File: config.mk
export PLATFORM = sky130hd
export DESIGN_NAME = multi_channel_pwm_generator
export DESIGN_NICKNAME = d
export VERILOG_FILES = /design/src/rtl/core/mcpwm_pkg.sv /design/src/rtl/core/mcpwm_chan.sv /design/src/rtl/core/multi_channel_pwm_generator.sv
export SDC_FILE = /design/constraint.sdc
export NUM_CORES = 1
export LEC_CHECK = 0
export BUFFER_PORTS_ARGS = -buffer_cell sky130_fd_sc_hd__buf_2
export CORE_UTILIZATION = 60
export CTS_CLUSTER_DIAMETER = 80
export CTS_CLUSTER_SIZE = 24
export DETAILED_ROUTE_END_ITERATION = 8
export PLACE_DENSITY_LB_ADDON = 0.12
export SKIP_LAST_GASP = 1
export SLEW_MARGIN = 10
export SYNTH_ARGS = -nofsm -noshare
export SYNTH_HDL_FRONTEND = slang
export SYNTH_SLANG_ARGS = --single-unit
File: constraint.sdc
create_clock -name clk -period 10.9 [get_ports clk]
set_clock_uncertainty 0.05 [all_clocks]
set_input_delay 1.635 -clock clk [delete_from_list [all_inputs] [get_ports clk]]
set_output_delay 1.635 -clock clk [all_outputs]
set_load 0.01 [all_outputs]
File: src/rtl/core/mcpwm_pkg.sv
package mcpwm_pkg;

  // Fixed field widths of the command and result items
  localparam int ACTION_W   = 2;
  localparam int CHAN_W     = 3;
  localparam int DUTY_W     = 16;
  localparam int PERIOD_W   = 16;
  localparam int USED_W     = 4;
  localparam int CFG_DATA_W = 16;
  localparam int CFG_IDX_W  = 1;

  // Register indexes on the configuration port
  localparam logic [CFG_IDX_W-1:0] CFG_PERIOD_TICKS  = 1'd0;
  localparam logic [CFG_IDX_W-1:0] CFG_USED_CHANNELS = 1'd1;

  typedef enum logic [ACTION_W-1:0] {
    ACT_TICK     = 2'd0,
    ACT_SET_DUTY = 2'd1,
    ACT_START    = 2'd2,
    ACT_STOP     = 2'd3
  } act_t;

  // Per-step command broadcast from the control path to every channel
  typedef struct packed {
    logic step;      // one command item completes this cycle
    logic tick;      // running tick
    logic boundary;  // tick falls on a period boundary
    logic start;     // start from the stopped state
    logic stop;      // stop, all levels low
    logic set_duty;  // accepted duty write
  } chan_cmd_t;

endpackage

File: src/rtl/core/mcpwm_chan.sv
module mcpwm_chan #(
  parameter int COUNT_WIDTH = 16
) (
  input  logic                  clk,
  input  logic                  rst_n,
  input  mcpwm_pkg::chan_cmd_t  cmd,
  input  logic                  active,
  input  logic                  sel,
  input  logic [COUNT_WIDTH-1:0] duty_in,
  output logic                  level_nxt
);
  import mcpwm_pkg::*;

  logic [COUNT_WIDTH-1:0] duty_r, duty_nxt;
  logic [COUNT_WIDTH-1:0] cnt_r, cnt_nxt;
  logic                   level_r;

  // Apply one command item to this channel
  always_comb begin
    duty_nxt  = duty_r;
    cnt_nxt   = cnt_r;
    level_nxt = level_r;
    if (cmd.step) begin
      if (cmd.set_duty && sel) begin
        duty_nxt = duty_in;
      end
      if (cmd.start && active) begin
        cnt_nxt = duty_r;
      end
      if (cmd.tick && active) begin
        // reload a nonzero duty at the boundary, then count down saturating at zero
        if (cmd.boundary && (duty_r != '0)) begin
          level_nxt = 1'b1;
          cnt_nxt   = duty_r;
        end
        if (cnt_nxt != '0) begin
          cnt_nxt = cnt_nxt - COUNT_WIDTH'(1);
        end
        if (cnt_nxt == '0) begin
          level_nxt = 1'b0;
        end
      end
      if (cmd.stop || !active) begin
        level_nxt = 1'b0;
      end
    end
  end

  // Hold channel state
  always_ff @(posedge clk) begin
    if (!rst_n) begin
      duty_r  <= '0;
      cnt_r   <= '0;
      level_r <= 1'b0;
    end else begin
      duty_r  <= duty_nxt;
      cnt_r   <= cnt_nxt;
      level_r <= level_nxt;
    end
  end

endmodule

File: src/rtl/core/multi_channel_pwm_generator.sv
// Path from input transfer to result transfer: input register, result register.
// Throughput: one command item per cycle unless out_ready stalls the result
// register; all channel counters update in parallel in the single step
// between the two registers.
// Reset (rst_n low, synchronous): stopped, all levels low, counters and
// stored duties zero, period_ticks 1, used_channels 0.
module multi_channel_pwm_generator #(
  parameter int CHANNELS    = 8,
  parameter int COUNT_WIDTH = 16
) (
  input  logic                               clk,
  input  logic                               rst_n,
  // configuration
  input  logic                               cfg_we,
  input  logic [mcpwm_pkg::CFG_IDX_W-1:0]    cfg_index,
  input  logic [mcpwm_pkg::CFG_DATA_W-1:0]   cfg_wdata,
  // command channel
  input  logic                               in_valid,
  output logic                               in_ready,
  input  logic [mcpwm_pkg::ACTION_W-1:0]     in_action,
  input  logic [mcpwm_pkg::CHAN_W-1:0]       in_channel,
  input  logic [mcpwm_pkg::DUTY_W-1:0]       in_duty_ticks,
  // result channel
  output logic                               out_valid,
  input  logic                               out_ready,
  output logic [CHANNELS-1:0]                out_levels,
  output logic                               out_is_running,
  output logic                               out_rejected
);
  import mcpwm_pkg::*;

  localparam int CMP_W = 5;
  localparam logic [CMP_W-1:0] CH_LIMIT = CMP_W'(CHANNELS);

  // configuration registers
  logic [PERIOD_W-1:0] period_ticks_r;
  logic [USED_W-1:0]   used_channels_r;

  // input stage
  logic                s1_valid_r;
  act_t                s1_action_r;
  logic [CHAN_W-1:0]   s1_chan_r;
  logic [DUTY_W-1:0]   s1_duty_r;

  // shared state
  logic [COUNT_WIDTH-1:0] period_count_r, period_count_nxt;
  logic                   run_r, run_nxt;

  // result stage
  logic                out_valid_r;
  logic [CHANNELS-1:0] out_levels_r;
  logic                out_is_running_r;
  logic                out_rejected_r;

  logic                adv;
  logic                rejected_nxt;
  chan_cmd_t           cmd;
  logic [CHANNELS-1:0] active;
  logic [CHANNELS-1:0] sel;
  logic [CHANNELS-1:0] level_nxt;

  // Write configuration registers
  always_ff @(posedge clk) begin
    if (!rst_n) begin
      period_ticks_r  <= PERIOD_W'(1);
      used_channels_r <= '0;
    end else if (cfg_we) begin
      if (cfg_index == CFG_PERIOD_TICKS) begin
        period_ticks_r <= cfg_wdata[PERIOD_W-1:0];
      end else if (cfg_index == CFG_USED_CHANNELS) begin
        used_channels_r <= cfg_wdata[USED_W-1:0];
      end
    end
  end

  // Advance the held item when the result register is free
  assign adv      = s1_valid_r && (!out_valid_r || out_ready);
  assign in_ready = !s1_valid_r || adv;

  // Capture the command item
  always_ff @(posedge clk) begin
    if (!rst_n) begin
      s1_valid_r <= 1'b0;
    end else if (in_valid && in_ready) begin
      s1_valid_r <= 1'b1;
    end else if (adv) begin
      s1_valid_r <= 1'b0;
    end
  end

  always_ff @(posedge clk) begin
    if (in_valid && in_ready) begin
      s1_action_r <= act_t'(in_action);
      s1_chan_r   <= in_channel;
      s1_duty_r   <= in_duty_ticks;
    end
  end

  // Decode the command into shared state changes and channel controls
  always_comb begin
    period_count_nxt = period_count_r;
    run_nxt          = run_r;
    rejected_nxt     = 1'b0;
    cmd              = '0;
    cmd.step         = adv;
    if (adv) begin
      unique case (s1_action_r)
        ACT_TICK: begin
          if (run_r) begin
            cmd.tick     = 1'b1;
            cmd.boundary = (period_count_r <= COUNT_WIDTH'(1));
            if (cmd.boundary) begin
              period_count_nxt = COUNT_WIDTH'(period_ticks_r);
            end else begin
              period_count_nxt = period_count_r - COUNT_WIDTH'(1);
            end
          end
        end
        ACT_SET_DUTY: begin
          if (({2'b00, s1_chan_r} < {1'b0, used_channels_r}) &&
              ({2'b00, s1_chan_r} < CH_LIMIT) &&
              (s1_duty_r <= period_ticks_r)) begin
            cmd.set_duty = 1'b1;
          end else begin
            rejected_nxt = 1'b1;
          end
        end
        ACT_START: begin
          if (!run_r) begin
            cmd.start        = 1'b1;
            period_count_nxt = COUNT_WIDTH'(period_ticks_r);
            run_nxt          = 1'b1;
          end
        end
        ACT_STOP: begin
          cmd.stop = 1'b1;
          run_nxt  = 1'b0;
        end
        default: begin
          cmd.stop = 1'b0;
        end
      endcase
    end
  end

  // Hold period counter and run flag
  always_ff @(posedge clk) begin
    if (!rst_n) begin
      period_count_r <= '0;
      run_r          <= 1'b0;
    end else begin
      period_count_r <= period_count_nxt;
      run_r          <= run_nxt;
    end
  end

  // Channel lanes
  for (genvar i = 0; i < CHANNELS; i++) begin : g_chan
    assign active[i] = ({1'b0, used_channels_r} > CMP_W'(i));
    assign sel[i]    = ({2'b00, s1_chan_r} == CMP_W'(i));

    mcpwm_chan #(
      .COUNT_WIDTH(COUNT_WIDTH)
    ) u_chan (
      .clk      (clk),
      .rst_n    (rst_n),
      .cmd      (cmd),
      .active   (active[i]),
      .sel      (sel[i]),
      .duty_in  (COUNT_WIDTH'(s1_duty_r)),
      .level_nxt(level_nxt[i])
    );
  end

  // Result register; drop the result once transferred
  always_ff @(posedge clk) begin
    if (!rst_n) begin
      out_valid_r <= 1'b0;
    end else if (adv) begin
      out_valid_r <= 1'b1;
    end else if (out_ready) begin
      out_valid_r <= 1'b0;
    end
  end

  always_ff @(posedge clk) begin
    if (adv) begin
      out_levels_r     <= level_nxt;
      out_is_running_r <= run_nxt;
      out_rejected_r   <= rejected_nxt;
    end
  end

  assign out_valid      = out_valid_r;
  assign out_levels     = out_levels_r;
  assign out_is_running = out_is_running_r;
  assign out_rejected   = out_rejected_r;

endmodule

==> run summary, run 1 <==
number of buffers created by CTS = 22
synthesized instance count = 2635
compound-gate portion of the synthesized area = 0.201
ordered list of cells on the worst path = buf_2, nand2b_1, nand4_1, or3_1, o21ai_4, mux2i_1, ha_1, nand3_1, mux2i_1, nand2_1, nand2_1, xnor2_1, a2111oi_0, a21oi_1, and2_1
DR DRC count = 0
met3 track demand over resource = 0.0514
Synth cell types = 88
worst-case reg-to-reg path depth = 14
syn_area_per_cell = 7.92 um2
most used flip-flop cell after synthesis = dfxtp_1
number of nets still failing antenna checks after routing = 0
number of antenna violations at the first check in global routing = 2
average wire length per cell after detail routing = 21.8 um
highest-delay cell along the critical path = o21ai_4
maximum number of pins on one net before global-route repair = 99
netlist area before placement = 20900 um2
crit path setup slack, layout = 4680 ps
Synth Warn # = 0
DIE HEIGHT = 189 um
buffer depth of the longest clock path = 3
Arr. time, crit path = 6630 ps
final critical-path share of the clock period = 0.571
clock insertion delay at the later pin of the skew report = 560 ps
vias after detailed routing = 20600
HP Class = flop to flop
portion of the post-synthesis area used by sequential elements = 0.335
busiest grt layer = met2
clock-pin slew reported for the worst setup and hold paths after clock tree synthesis = 100 ps
peak per-stage delay on the critical path = 870 ps
worst relative slew slack = 0.269
Setup-failing EPs final = 0
post-synth top area share = 0.291
xor/xnor share of the synthesized area = 0.0277
top cell family by delay on the critical path = simple AND/OR/NAND/NOR gates
DRC marker count from the first detailed-route iteration = 1985
via count of the first global-routing pass = 19200
outcome = finished, final reports clean
share of synthesized cell area in and, or, nand and nor gates = 0.256
TritonCTS clock tree = done
reg-to-reg critical path endpoint = g_chan[0].u_chan.level_r
number of sinks on the clock net = 334
count of nets after finishing = 2670
CTS root buf = clkbuf_16
adder-cell area share of the yosys netlist = 0.0168
worst-case vdd ir drop = 0.129 mV
maximum net fanout on the critical path = 33
final-report hold violation count = 0
unrepaired setup endpoints after global routing = no
share of synthesized area spent on multiplexers = 0.127
async set or reset register ratio after synthesis = 0
# Max-Cap Violations = 0
minimum clock period = 6220 ps
Fin Hold WS = 430 ps
library cell occupying the most area in the post-synthesis netlist = dfxtp_1
Max Clock Freq = 161 MHz
share of post-route cells with drive strength above 1 = 0.0822
Placer Congestion = 0.967
Sum Neg Setup Slack = 0 ps
buffers added on ports = 54
power density relative to cell area = 109 nW/um2
area growth from synthesis to layout = 6.34%
EDFF count, synth = 31
net count after synthesis = 2706
area of the placeable core = 33900 um2
I/O pin count = 55
sort of element at the end of the critical path = flop
DIE AREA = 35500 um2
start point of the critical path = out_ready
Die Wd = 189 um
Leakage Power = 0.00866 uW
Post-Place Worst Slack = 4210 ps
type of the setup path with the least slack = input pin to flop
drt pass-1 iters = 6
ranking of synthesized cells by area = dfxtp_1, mux2i_1, nand2_1
global-route usage over all layers = 0.369
Final Slew Violations = 0
Crit path required time = 11300 ps
met1 Track Usage GR = 0.507
CP bufs+invs = 1
start of the worst register-to-register path = s1_action_r[1]
Routed Wire Length = 66800 um
CP startpoint kind = input pin
Cells on Worst Hold Path = 2
# H-tree levels = 1
number of register bits inferred by synthesis = 334
largest family of logic cells by synthesized area = simple AND/OR/NAND/NOR gates
R2R setup slack = 5360 ps
cell count after placement = 3023
routing usage on met2 = 0.589
Hold EP = period_ticks_r[10]
final std cells w/o fill = 3064
num rows = 67
routed via count divided by cell count = 6.71
post-detailed-placement half-perimeter wirelength = 45700 um
Min-Delay Startpoint = period_ticks_r[10]
number of inserted filler cells in the final layout = 2963
number of buffers inserted for hold repair after clock tree synthesis = 0
number of gates given a new drive strength after cts = 0
total gr overflow = 0
total setup buffers inserted after CTS = 0
global-route wire length before repair = 106000 um
transition time of the tightest slew-check pin = 1100 ps
Initial Util = 0.616
-- where the power goes --
part	leakage, uW	switching (uW)	internal, uW	total [uW]
Combinational	0.00555	163	71.5	234
Clock	0.000368	500	420	921
Sequential	0.00275	15.9	1250	1270
Total	0.00866	679	1740	2420
-- worst max path at each step --
stage / slack [ps] / to / cells past startpoint
finish: 4680 / g_chan[0].u_chan.level_r / 15
global route: 4340 / g_chan[0].u_chan.level_r / 15
CTS: 4800 / g_chan[0].u_chan.level_r / 15
detailed placement: 4210 / g_chan[0].u_chan.level_r / 15
global placement: 4400 / g_chan[0].u_chan.level_r / 15
floorplan: 4860 / out_levels[7] / 19
-- cells in the final DEF (no fill, tap or decap), types with 41 or more instances in the layout --
cell type  instances
a21oi_1          155
xnor2_1           41
nor4_1            59
dfxtp_1          303
mux2i_1          238
nor2_1           257
nand2_1          411
o21ai_0          142
a22oi_1           47
nor3_1            84
nand3_1           77
buf_2             53
-- worst reg2reg max path, stage by stage (launching register included) --
cell and delay (ps):
edfxtp_1 490, nor2_1 200, nand4_1 490, or3_1 850
o21ai_4 880, mux2i_1 360, ha_1 240, nand3_1 100
mux2i_1 480, nand2_1 260, nand2_1 160, xnor2_1 80
a2111oi_0 450, a21oi_1 150, and2_1 180
-- cell type report --
cell class              instances  area [um2]  share of cell area
multi-input cells            2112       13200               0.594
flip-flops and latches        334        7000               0.315
well taps                     448         561              0.0253
clock inverters                13         145             0.00654
diodes                          1        2.50            0.000113
repair buffers                 92         562              0.0253
inverters                      37         139             0.00626
clock buffers                  27         601              0.0271
-- metal layers --
metal / vias to the layer above / wire, um
li1: 9583 / -
met1: 9861 / 28700
met2: 988 / 30200
met3: 136 / 5660
met4: 2 / 2260
met5: - / 12
-- cells in the mapped netlist (all sizes together), types with 30 or more instances --
master / n
nor3: 88
o211ai: 30
a21oi: 162
mux2i: 239
inv: 37
a22oi: 47
xnor2: 41
edfxtp: 31
or4: 30
a21boi: 40
buf: 32
clkbuf: 120
dfxtp: 303
nor2: 257
nand2: 411
o21ai: 154
nand3: 77
nor4: 70
-- logic make-up after synthesis --
group / after synthesis
compound gates: 639
xor+xnor: 66
fa+ha+maj: 28
buf+inv: 189
flops: 334
mux: 261
simple gates: 1118
-- metrics by stage --
step           cell area, um2  utilization  total power (uW)
3_5_place_dp            21400        0.633              1520
5_1_grt                 22200        0.655              2500
3_3_place_gp            21400        0.633              1520
6_report                22200        0.655              2420
2_1_floorplan           20900            -              1440
4_1_cts                 22200        0.655              2420
-- sequential cells by signal, summed over array words and instances (netlist names) --
name / cells
used_channels_r: 4
g_chan.u_chan.duty_r: 128
s1_valid_r: 1
period_ticks_r: 16
out_is_running: 1
s1_chan_r: 3
s1_duty_r: 16
g_chan.u_chan.cnt_r: 128
g_chan.u_chan.level_r: 8
s1_action_r: 2
run_r: 1
out_levels: 8
out_rejected: 1
out_valid: 1
period_count_r: 16
No activity file was read; power rests on OpenSTA's default activity.
==> run 2, diff against run 1 <==
clock period = 6.25 ns   (was 10.9 ns; I/O delays follow)
==> run 2 against run 1 <==
Effect of this change:
- sequential power grew 74%
- non-clock buffer count up 9
- setup slack got worse by 3700 ps
- cell area unchanged
- critical path depth is the same
- sequential share of layout area is the same
- via count hardly changed
- combinational power up 76%
- routed wire length decreased by 0.57%
- clock power is 62% higher
- count of clock-buffer cells in the layout grew 2
- critical path type is now flop to flop
- critical endpoint is now out_levels[2]
- highest routed layer is now met4
==> run summary, run 2 (synthesis results as in run 1) <==
outcome = finished, final reports clean
number of sinks on the clock net = 334 (unchanged)
Pwr Total = 4120 uW (+70%)
clock-pin slew reported for the worst setup and hold paths after clock tree synthesis = 100 ps (about the same)
maximum net fanout on the critical path = 8 (-76%)
Max Clock Freq = 189 MHz
area growth from synthesis to layout = 6.34% (unchanged)
DIE AREA = 35500 um2 (unchanged)
# Max-Cap Violations = 0 (unchanged)
number of gates given a new drive strength after cts = 0 (unchanged)
start of the worst register-to-register path = g_chan[2].u_chan.duty_r[6]
buffer depth of the longest clock path = 3 (unchanged)
largest registers = g_chan.u_chan.cnt_r x128, g_chan.u_chan.duty_r x128
# H-tree levels = 1 (unchanged)
most frequent standard cell in the layout excluding fill and tap cells = nand2_1
post-detailed-placement half-perimeter wirelength = 45800 um (about the same)
number of buffers created by CTS = 20 (-9.1%)
R2R setup slack = 950 ps (-4410 ps)
worst-case reg-to-reg path depth = 15 (+1)
vias after detailed routing = 20600 (-0.068%)
start point of the critical path = g_chan[2].u_chan.duty_r[6]
unrepaired setup endpoints after global routing = no
ordered list of cells on the worst path = or4_4, or4_1, or2_2, a21oi_2, mux2i_1, ha_1, inv_1, or4_1, nand2_1, nand3_1, mux2i_1, nor4_1, nand4_1, nor3_1, nor2_1
average wire length per cell after detail routing = 21.7 um (-0.73%)
DRC marker count from the first detailed-route iteration = 2223 (+12%)
Sum Neg Setup Slack = 0 ps (unchanged)
I/O pin count = 55 (unchanged)
share of post-route cells with drive strength above 1 = 0.0829 (+0.000638)
final std cells w/o fill = 3069 (+0.16%)
num rows = 67 (unchanged)
CTS root buf = clkbuf_16
cell count after placement = 3032 (+0.30%)
Leakage Power = 0.00866 uW (about the same)
Initial Util = 0.616 (unchanged)
total setup buffers inserted after CTS = 0 (unchanged)
Min-Delay Startpoint = period_ticks_r[10]
Die Wd = 189 um (unchanged)
final critical-path share of the clock period = 0.848
Post-Place Worst Slack = 834 ps (-3370 ps)
final-report hold violation count = 0 (unchanged)
number of inserted filler cells in the final layout = 2972 (+0.30%)
minimum clock period = 5300 ps
area of the placeable core = 33900 um2 (unchanged)
final std cell area, no fill = 22200 um2 (unchanged)
most frequent cells in the layout = nand2_1, dfxtp_1, nor2_1
Crit path required time = 6500 ps (-4800 ps)
Placer Congestion = 1.00 (+3.5%)
Arr. time, crit path = 5550 ps (-1080 ps)
maximum number of pins on one net before global-route repair = 100 (+1.0%)
worst-case vdd ir drop = 0.221 mV (+72%)
routed via count divided by cell count = 6.70 (-0.23%)
DIE HEIGHT = 189 um (unchanged)
Final Slew Violations = 0 (unchanged)
type of the setup path with the least slack = flop to flop
worst relative slew slack = 0.247 (-0.0216)
area used by sequential logic in the layout = 7000 um2 (unchanged)
Routed Wire Length = 66500 um (-0.57%)
HP Class = flop to flop
total gr overflow = 0 (unchanged)
sort of element at the end of the critical path = flop
post-detailed-placement cell area = 21500 um2 (+0.37%)
Setup-failing EPs final = 0 (unchanged)
reg-to-reg critical path endpoint = out_levels[2]
count of nets after finishing = 2677 (+0.26%)
CP startpoint kind = flop
highest-delay cell along the critical path = or4_4
drt pass-1 iters = 6 (unchanged)
global-route wire length before repair = 104000 um (-1.6%)
number of nets still failing antenna checks after routing = 0 (unchanged)
number of antenna violations at the first check in global routing = 1 (-1)
transition time of the tightest slew-check pin = 1130 ps (+29.6 ps)
DR DRC count = 0 (unchanged)
via count of the first global-routing pass = 19200 (+0.29%)
number of buffers inserted for hold repair after clock tree synthesis = 0 (unchanged)
global-route usage over all layers = 0.364 (-0.00476)
Hold EP = period_ticks_r[10]
crit path setup slack, layout = 950 ps (-3720 ps)
power density relative to cell area = 185 nW/um2 (+70%)
clock insertion delay at the later pin of the skew report = 550 ps (about the same)
buffers added on ports = 54 (unchanged)
peak per-stage delay on the critical path = 590 ps (-280 ps)
area of combinational cells with multiple inputs = 13200 um2 (unchanged)
TritonCTS clock tree = done
Cells on Worst Hold Path = 2 (unchanged)
-- run 2: cell types whose count changed in the layout (fill, tap and decap cells not counted), sizes merged --
| cell | delta |
|---|---|
| clkinv | -2 |
| inv | -5 |
| clkbuf | +2 |
| diode | +1 |
| buf | +9 |
-- run 2: worst max-delay path: cells and delay by family (launching register included) --
family / cells / cell delay, ps
and+or+nand+nor: 10 / 3310
adders and majority gates: 1 / 270
AOI/OAI and AO/OA: 1 / 370
buffers and inverters: 1 / 70
DFF: 1 / 370
muxes: 2 / 600
-- run 2: worst max-delay path by stage --
stage | cells after the start | slack (ps) | endpoint
detailed placement | 16 | 830 | g_chan[0].u_chan.level_r
finish | 15 | 950 | out_levels[2]
floorplan | 19 | 910 | out_levels[7]
global placement | 16 | 920 | g_chan[0].u_chan.level_r
global route | 15 | 660 | out_levels[2]
CTS | 15 | 1000 | out_levels[2]
-- run 2: per-layer routing --
layer / routed length [um] / GRT usage / vias to the layer above / share of wire
met4: 2950 / 0.169 / 0 / 0.044
li1: - / - / 9595 / -
met3: 5900 / 0.0594 / 186 / 0.089
met1: 28500 / 0.493 / 9722 / 0.43
met5: 0 / 0 / - / 0
met2: 29100 / 0.567 / 1053 / 0.44
-- run 2: report_power, final --
part | leakage (uW) | switching, uW | internal, uW
logic | 0.00559 | 285 | 127
clock network | 0.000325 | 810 | 682
registers | 0.00275 | 27.0 | 2180
total | 0.00866 | 1120 | 2990
-- run 2: layout make-up --
| type | count | area share |
|---|---|---|
| clock buffers | 29 | 0.0264 |
| diodes | 2 | 0.000226 |
| inverters | 37 | 0.00626 |
| flip-flops and latches | 334 | 0.315 |
| clock inverters | 6 | 0.00350 |
| repair buffers | 101 | 0.0289 |
| well taps | 448 | 0.0253 |
| multi-input cells | 2112 | 0.594 |
-- run 2: metrics by stage --
step / util / hold WS [ps]
6_report: 0.655 / 443
5_1_grt: 0.655 / 469
4_1_cts: 0.655 / 449
3_5_place_dp: 0.636 / 419
3_3_place_gp: 0.636 / 406
2_1_floorplan: - / 393
